## src/smpcf_div.sv

```systemverilog
// Restoring divider that produces one quotient bit per cycle.
module smpcf_div #(
   parameter int NW = 44,
   parameter int DW = 33,
   parameter int QW = 11
) (
   input  logic          clock,
   input  logic          reset,
   input  logic          start,
   input  logic [NW-1:0] dividend,
   input  logic [DW-1:0] divisor,
   output logic          done,
   output logic [QW-1:0] quotient
);

   localparam int CW = $clog2(QW + 1);

   logic          busy_ff;
   logic          done_ff;
   logic [CW-1:0] cnt_ff;
   logic [DW-1:0] rem_ff;
   logic [DW-1:0] den_ff;
   logic [QW-1:0] low_ff;
   logic [QW-1:0] quo_ff;
   logic [DW:0]   trial;
   logic          fits;

   // The caller guarantees that the quotient fits in QW bits.
   assign trial = {rem_ff, low_ff[QW-1]};
   assign fits  = trial >= {1'b0, den_ff};

   always_ff @(posedge clock) begin
      if (reset) begin
         busy_ff <= 1'b0;
         done_ff <= 1'b0;
         cnt_ff  <= '0;
      end else begin
         done_ff <= 1'b0;
         if (start) begin
            busy_ff <= 1'b1;
            cnt_ff  <= '0;
         end else if (busy_ff) begin
            cnt_ff <= cnt_ff + 1'b1;
            if (cnt_ff == CW'(QW - 1)) begin
               busy_ff <= 1'b0;
               done_ff <= 1'b1;
            end
         end
      end
   end

   always_ff @(posedge clock) begin
      if (start) begin
         rem_ff <= DW'(dividend >> QW);
         low_ff <= dividend[QW-1:0];
         den_ff <= divisor;
         quo_ff <= '0;
      end else if (busy_ff) begin
         rem_ff <= fits ? DW'(trial - {1'b0, den_ff}) : DW'(trial);
         low_ff <= {low_ff[QW-2:0], 1'b0};
         quo_ff <= {quo_ff[QW-2:0], fits};
      end
   end

   assign done     = done_ff;
   assign quotient = quo_ff;

endmodule

```

## config.mk

```make
export PLATFORM = sky130hd
export DESIGN_NAME = smpcf_div
export DESIGN_NICKNAME = d
export VERILOG_FILES = /design/src/smpcf_div.sv
export SDC_FILE = /design/constraint.sdc
export NUM_CORES = 1
export LEC_CHECK = 0
export BUFFER_PORTS_ARGS = -buffer_cell sky130_fd_sc_hd__buf_2
export CORE_ASPECT_RATIO = 1.4
export CORE_MARGIN = 4
export CORE_UTILIZATION = 30
export CTS_CLUSTER_SIZE = 40
export DETAILED_ROUTE_END_ITERATION = 16
export GPL_TIMING_DRIVEN = 0
export PLACE_DENSITY = 0.53
export SLEW_MARGIN = 20
export SYNTH_ARGS = -nofsm -noshare
export SYNTH_HDL_FRONTEND = slang
export SYNTH_SLANG_ARGS = --single-unit
export TNS_END_PERCENT = 10
```

## constraint.sdc

```tcl
create_clock -name clock -period 8.38 [get_ports clock]
set_clock_uncertainty 0.15 [all_clocks]
set_input_delay 0.419 -clock clock [delete_from_list [all_inputs] [get_ports clock]]
set_output_delay 0.419 -clock clock [all_outputs]
set_load 0.05 [all_outputs]
```

After elaboration in Yosys (flattened, before gate mapping):

Cells that the tools add are included.

* bitwise logic cells: 1
* equal/unequal tests: 1
* order comparisons: 1
* add/sub/neg operators: 2
* mux-type cells: 9
* reduce and logical (&&, ||, !) cells: 3

Operator list (number)
* $mux 33: 3
* $ge 34x33->1: 1
* $sub 33x33->33: 1
* $mux 11: 2
* $add 4x1->4 const B: 1
* $eq 4x4->1 const B: 1
* $mux 1: 4
* $reduce_or 3->1: 1
* $reduce_bool 2->1: 1
* $reduce_or 2->1: 1
* $not 1->1: 1

* output and inout bits: 12
* bits in registers: 94
* word-level logic and storage cells: 24
* input bits: 80

Longest topological paths before layout:

Gate-level depths: netlist of run 1.

* word-level depth: 4
* mapped depth: 15
* depth with buffers taken out: 12

Worst setup path before layout of run 1:

OpenSTA, ideal clock, no wires.

* path kind: flip-flop to flip-flop
* from: register low_ff[10]
* to: register rem_ff[18], data pin
* data arrival time: 2.893 ns
* library setup time: 0.260 ns
* stages on the path, launching flop included: 14
* slack: 5.077 ns
* data required time: 7.970 ns
* path buffers: 1
* period minus slack after synthesis: 3.303 ns
* path through: edfxtp_1 > inv_1 > ha_1 > inv_1 > fa_1 > a21o_1 > a221oi_2 > or4_4 > a21oi_2 > o21a_1 > a41oi_2 > buf_6 > mux2_4 > mux2_2

* cells in the longest elaborated chain, start to end: 4
* elaborated cells between the ends (all ways): 5
* those cells by class: add/sub (1); order compare (1); mux (3)

Ends and longest elaborated chain
* start: declaration: line 23 `logic [QW-1:0] low_ff;`
* start signal: assignment: line 55 `low_ff <= dividend[QW-1:0];`
* start signal: assignment: line 60 `low_ff <= {low_ff[QW-2:0], 1'b0};`
* $sub 33x33->33 / $ge 34x33->1 (equally long branches): line 59, 30
* $mux 33 *: line 59 `rem_ff <= fits ? DW'(trial - {1'b0, den_ff}) : DW'(trial);`
* $mux 33 *: line 58 `end else if (busy_ff) begin`
* $mux 33 *: line 53 `if (start) begin`
* end signal: assignment: line 54 `rem_ff <= DW'(dividend >> QW);`
* end signal: assignment: line 59
* end: declaration: line 21 `logic [DW-1:0] rem_ff;`

Every way passes the cells marked *; elsewhere a longest branch is shown, timed or not. The select of a mux whose other input is x is not followed.
A chain may end at the register's enable or synchronous reset.

Worst setup path after layout of run 1:

Ends and elaborated chain as after synthesis.

==> flow_summary.toml, run 1 <==
[global_routing]
use_met1 = 0.170
use_met2 = 0.274
grt_pass1_wl_mm = 25.7
gr-usage-met3 = 0.0277
grt_pass1_vias = 5032
gr-total-overflow = 0
antenna_found_initial = 0
grt_max_degree = 45
grt-busiest-layer = "met2"
track_usage = 0.147

[power]
vdd_drop_max_v = 0.0000992
p_int_mw = 1.15
pwr-share-clk = 0.216
seq_power_share = 0.340
swShare = 0.388
power_density_mw_per_mm2 = 272
p_switching_mw = 0.729
power_leakage_nw = 2.87
combPwrFrac = 0.444

[min_path]
hp-class = "input port to register"

[yosys]
yosysTopAreaCell = "edfxtp_1"
synth_nets = 687
synth_flop_cell = "edfxtp_1"
synth_commonest_cells = "edfxtp_1, nand2_1, inv_1"
ys_warn_count = 0
ys_seq_elements = 94
synth_area_mm2 = 0.00586
syn_inst = 571
seq_area_frac_synth = 0.453
yosys-top-cells-area = "edfxtp_1, ha_1, dfxtp_1"
synth_edf_count = 77
synth_area_per_cell_um2 = 10.3
post_synth_num_cell_types = 57
ys_async_sr_fraction = 0
synth.most_common_cell = "edfxtp_1"
synth_top_area_share = 0.395

[sta]
setup_slack_ns = 4.64
tightest_slew_ns = 0.828
min_period_ns = 3.74
maxSlewHeadroom = 0.448
setup_viol = 0
rsz0062_at_grt = "false"
drv_slew = 0
hold_viol = 0
holdWs_ns = 0.0843
final.setup.tns_ns = 0
period_share = 0.446
max_freq_ghz = 0.268

[cells_and_area]
finalNonFillerCells = 926
areaGrowthSynthToFinish_pct = 18.0
stdcell_area_mm2 = 0.00691
nets = 789
antenna_cells = 0
num-fill-cells = 1980
drive_above_1_share = 0.201
ff_latch_area_mm2 = 0.00265
multi_input_area_mm2 = 0.00289

[cts]
ctsResizeCount = 0
cts_root_buf = "clkbuf_16"
cts_max_path_buffers = 2
clk_pin_slew_worst_paths_ns = 0.07
htree_levels = 3
cts_made_buffers = 9
cts_tree = "yes"
postCtsHoldBufs = 0
postCtsSetupBuffers = 0
worstSkewPairLatency_ns = 0.35
cts.sinks = 94

[die]
initial_utilization = 0.305
dieArea_mm2 = 0.0218
die-height_um = 173
rows = 60
io_pins = 92
die_x_um = 126
placeableCoreArea_mm2 = 0.0192

[flow_run]
drv_cap = 0

[route]
drt_iter0_drc = 262
dr.pass1.iters = 5
via_per_inst = 5.03
via_count = 4656
routed_wl_mm = 16.2
post_drt_wl_per_cell_um = 17.5
ant_nets = 0
drc = 0

[placement]
portBuffers = 91
hpwl_mm = 12.1
post-place-ws_ns = 4.21
dp_cells = 910
gp_congestion = 0.904
placed_area_mm2 = 0.00662

[critical_path]
crit_arrival_ns = 3.69
worstPathRequired_ns = 8.33
crit_type = "register to register"
critPathLaunchType = "register"
critPathMaxFanout = 10
end_kind = "register"

[outcome]
status = "finished clean"
==> metrics by stage <==
stage | power [mW] | utilization
after floorplan | 1.26 | -
after global placement | 1.46 | 0.345
after detailed placement | 1.48 | 0.345
after CTS | 1.89 | 0.359
after global routing | 2.00 | 0.360
final | 1.88 | 0.360
==> worst paths after layout <==
kind,cells after the start,slack (ns),end,startpoint
worst max-delay path,13,4.64,rem_ff[18],low_ff[10]
worst min-delay path,1,0.08,den_ff[13],divisor[13]
worst max register to register,13,4.64,rem_ff[18],low_ff[10]
worst min register to register,2,0.37,quotient[10],quotient[10]
==> cell type report <==
| cell class | instances | area share |
|---|---|---|
| Sequential cell | 94 | 0.384 |
| Multi-Input combinational cell | 402 | 0.418 |
| Clock buffer | 9 | 0.0326 |
| Tap cell | 248 | 0.0449 |
| Clock inverter | 7 | 0.00869 |
| Buffer | 30 | 0.0212 |
| Inverter | 45 | 0.0244 |
| Timing Repair Buffer | 91 | 0.0659 |
==> power by group through the flow <==
| stage | clock [mW] | sequential, mW | combinational [mW] |
|---|---|---|---|
| after detailed placement | 0 | 0.649 | 0.827 |
| after CTS | 0.418 | 0.639 | 0.834 |
| after global placement | 0 | 0.646 | 0.819 |
| after floorplan | 0 | 0.639 | 0.622 |
| after global routing | 0.436 | 0.647 | 0.918 |
| final | 0.406 | 0.639 | 0.836 |
==> routing by layer <==
metal	part of all wire	routed length [µm]
met5	0	0
met3	0.031	498
met4	0.020	320
met2	0.53	8640
met1	0.42	6730
==> cell families after synthesis <==
logic type	after synthesis	share of synthesized area
and+or+nand+nor	165	0.142
AOI/OAI and AO/OA	140	0.172
DFF	94	0.453
buffers and inverters	75	0.0538
adders and majority gates	36	0.0782
xor gates and xnor gates	33	0.0494
muxes	28	0.0513
==> state kept, by name, summed over array words and instances (netlist names) <==
name,cells
den_ff,33
rem_ff,33
low_ff,11
quotient,11
cnt_ff,4
busy_ff,1
done,1
==> critical path, stage by stage (launching register included) <==
cell and delay [ns]:
edfxtp_1 0.38, inv_1 0.10, ha_1 0.17, inv_1 0.06, fa_1 0.40, a21o_1 0.23, a221oi_2 0.41, or4_4 0.22
a21oi_2 0.08, o21a_1 0.28, a41oi_2 0.25, buf_6 0.18, mux2_4 0.31, mux2_2 0.27
==> cell usage in the layout (no fill, tap or decap), drive strengths merged, types with 10 or more instances in the layout <==
cell,n
mux2i,15
o21ai,23
xor2,15
a21oi,29
nand2,54
nor2,34
mux2,13
ha,35
clkbuf,29
nor2b,10
inv,50
nand3b,14
edfxtp,77
xnor2,18
buf,101
o311ai,14
dfxtp,17
No activity file was read; power rests on OpenSTA's default activity.
==> run 2, diff against run 1 <==
==> constraint.sdc (replaced) <==
create_clock -name clock -period 3.5 [get_ports clock]
set_clock_uncertainty 0.15 [all_clocks]
set_input_delay 0.175 -clock clock [delete_from_list [all_inputs] [get_ports clock]]
set_output_delay 0.175 -clock clock [all_outputs]
set_load 0.05 [all_outputs]
==> run 2 against run 1 <==
- wire length increased by 4.3%
- combinational power increased to 2.7 times the previous value
- cell area increased by 13%
- cell count increased by 8.0%
- die area unchanged
- critical endpoint is now rem_ff[32]
==> flow_summary.toml, run 2 (same netlist as run 1, synthesis figures left out) <==
[min_path]
whs_path_depth = 2
hp-class = "input port to register"
min-delay-start = "dividend[42]"
holdPathEnd = "rem_ff[31]"

[placement]
hpwl_mm = 12.1
portBuffers = 91
post-place-ws_ns = -0.431
gp_congestion = 0.904
placed_area_mm2 = 0.00662

[cts]
cts.sinks = 94
cts_made_buffers = 9
clk_pin_slew_worst_paths_ns = 0.07
worstSkewPairLatency_ns = 0.36
cts_max_path_buffers = 2
cts_root_buf = "clkbuf_16"
htree_levels = 3
cts_tree = "yes"

[flow_run]
drv_cap = 0

[route]
via_count = 4965
via_per_inst = 4.97
drc = 0
routed_wl_mm = 16.9
dr.pass1.iters = 4
drt_iter0_drc = 259
post_drt_wl_per_cell_um = 16.9
ant_nets = 0

[cells_and_area]
antenna_cells = 0
num-fill-cells = 1917
fin_util = 0.405
multi_input_area_mm2 = 0.00300
largestRegisters = "den_ff x33, rem_ff x33"
drive_above_1_share = 0.218
ff_latch_area_mm2 = 0.00265
nets = 863
final_common_cell = "buf_2"
areaGrowthSynthToFinish_pct = 33.0
stdcell_area_mm2 = 0.00779
layout_common_cells = "buf_2, edfxtp_1, dlygate4sd3_1, nand2_1, inv_1"

[sta]
maxSlewHeadroom = 0.442
hold_viol = 0
min_period_ns = 3.42
max_freq_ghz = 0.292
setup_slack_ns = 0.0767
tightest_slew_ns = 0.837
drv_slew = 0
setup_viol = 0
period_share = 0.978

[critical_path]
crit_arrival_ns = 3.38
worstPathRequired_ns = 3.45
crit_type = "register to register"
worst_path_max_delay_cell = "edfxtp_1"
end_kind = "register"
r2r.worst_path.cells = 13
critPathLaunchType = "register"
critPathMaxFanout = 4
reg2reg_to = "rem_ff[32]"
rrSetupSlack_ns = 0.08
max_stage_delay_ns = 0.40
cp_cell_sequence = "inv_2, ha_4, inv_1, fa_2, a21o_1, a221oi_4, buf_4, o21a_4, o211ai_1, a211oi_2, o31ai_2, xor2_1, a221o_1"
timing.rr.start = "low_ff[10]"

[outcome]
status = "finished clean"

[die]
io_pins = 92
die-height_um = 173
rows = 60
placeableCoreArea_mm2 = 0.0192
initial_utilization = 0.305
die_x_um = 126
dieArea_mm2 = 0.0218

[global_routing]
grt_max_degree = 45
gr-total-overflow = 0
grt_pass1_vias = 5310
track_usage = 0.152
antenna_found_initial = 0
grt_pass1_wl_mm = 26.7

[power]
power_leakage_nw = 3.22
p_switching_mw = 1.83
power_density_mw_per_mm2 = 610
seq_power_share = 0.323
p_int_mw = 2.92
combPwrFrac = 0.472
swShare = 0.385
pwr-share-clk = 0.206
vdd_drop_max_v = 0.000244
run 2: area by class of cell:
type                       instances  area share
buffer                            25      0.0190
clock buffer                       9      0.0289
clock inverter                     7     0.00771
inverter                          45      0.0217
multi-input combinational        402       0.386
sequential                        94       0.341
tap                              248      0.0398
timing repair buffer             170       0.157
run 2: power groups by stage:
stage / clock, mW / sequential (mW) / combinational (mW)
floorplan: 0 / 1.53 / 1.49
global placement: 0 / 1.55 / 1.96
detailed placement: 0 / 1.55 / 1.98
CTS: 1.00 / 1.53 / 2.14
global route: 1.04 / 1.55 / 2.44
finish: 0.976 / 1.53 / 2.24
run 2: routing by layer:
layer  wire, µm  global-route usage  vias to the layer above
li1           -                   -                     2462
met1       7120               0.176                     2381
met2       8940               0.283                      102
met3        506              0.0268                       20
met4        327              0.0479                        0
met5          0                   0                        -
run 2: worst max path at each step:
stage | from | to | slack, ns | cells after the start
after floorplan | low_ff[10] | rem_ff[18] | 0.20 | 13
after global placement | start | rem_ff[17] | -0.33 | 5
after detailed placement | start | rem_ff[32] | -0.43 | 5
after CTS | low_ff[10] | rem_ff[18] | -0.02 | 13
after global routing | den_ff[0] | rem_ff[6] | -0.009 | 13
final | low_ff[10] | rem_ff[32] | 0.08 | 13
run 2: metrics by stage:
step / setup TNS (ns) / total power, mW / std cells / hold slack (ns)
finish: 0 / 4.75 / 1000 / 0.0105
global route: -0.00889 / 5.04 / 1000 / 0.0102
CTS: -0.0448 / 4.67 / 1001 / 0.00797
detailed placement: -23.70 / 3.53 / 910 / 0.203
global placement: -19.04 / 3.51 / 910 / 0.201
floorplan: 0 / 3.02 / 571 / 0.0974
run 2: timing repair:
item | CTS | global route
setup buffers | 4 | 4
gates cloned | 1 | 0
gates resized for setup | 11 | 21
pin swaps | 5 | 9
hold buffers | 70 | 0
hold endpoints to repair | 75 | 0
setup endpoints to repair | 78 | 33
run 2: worst max-delay path, delay by kind of cell, from the launching register on:
family / cells / cell delay, ns
AOI/OAI and AO/OA: 7 / 1.67
adders and majority gates: 2 / 0.47
DFF: 1 / 0.40
buffers and inverters: 3 / 0.30
xor gates and xnor gates: 1 / 0.17
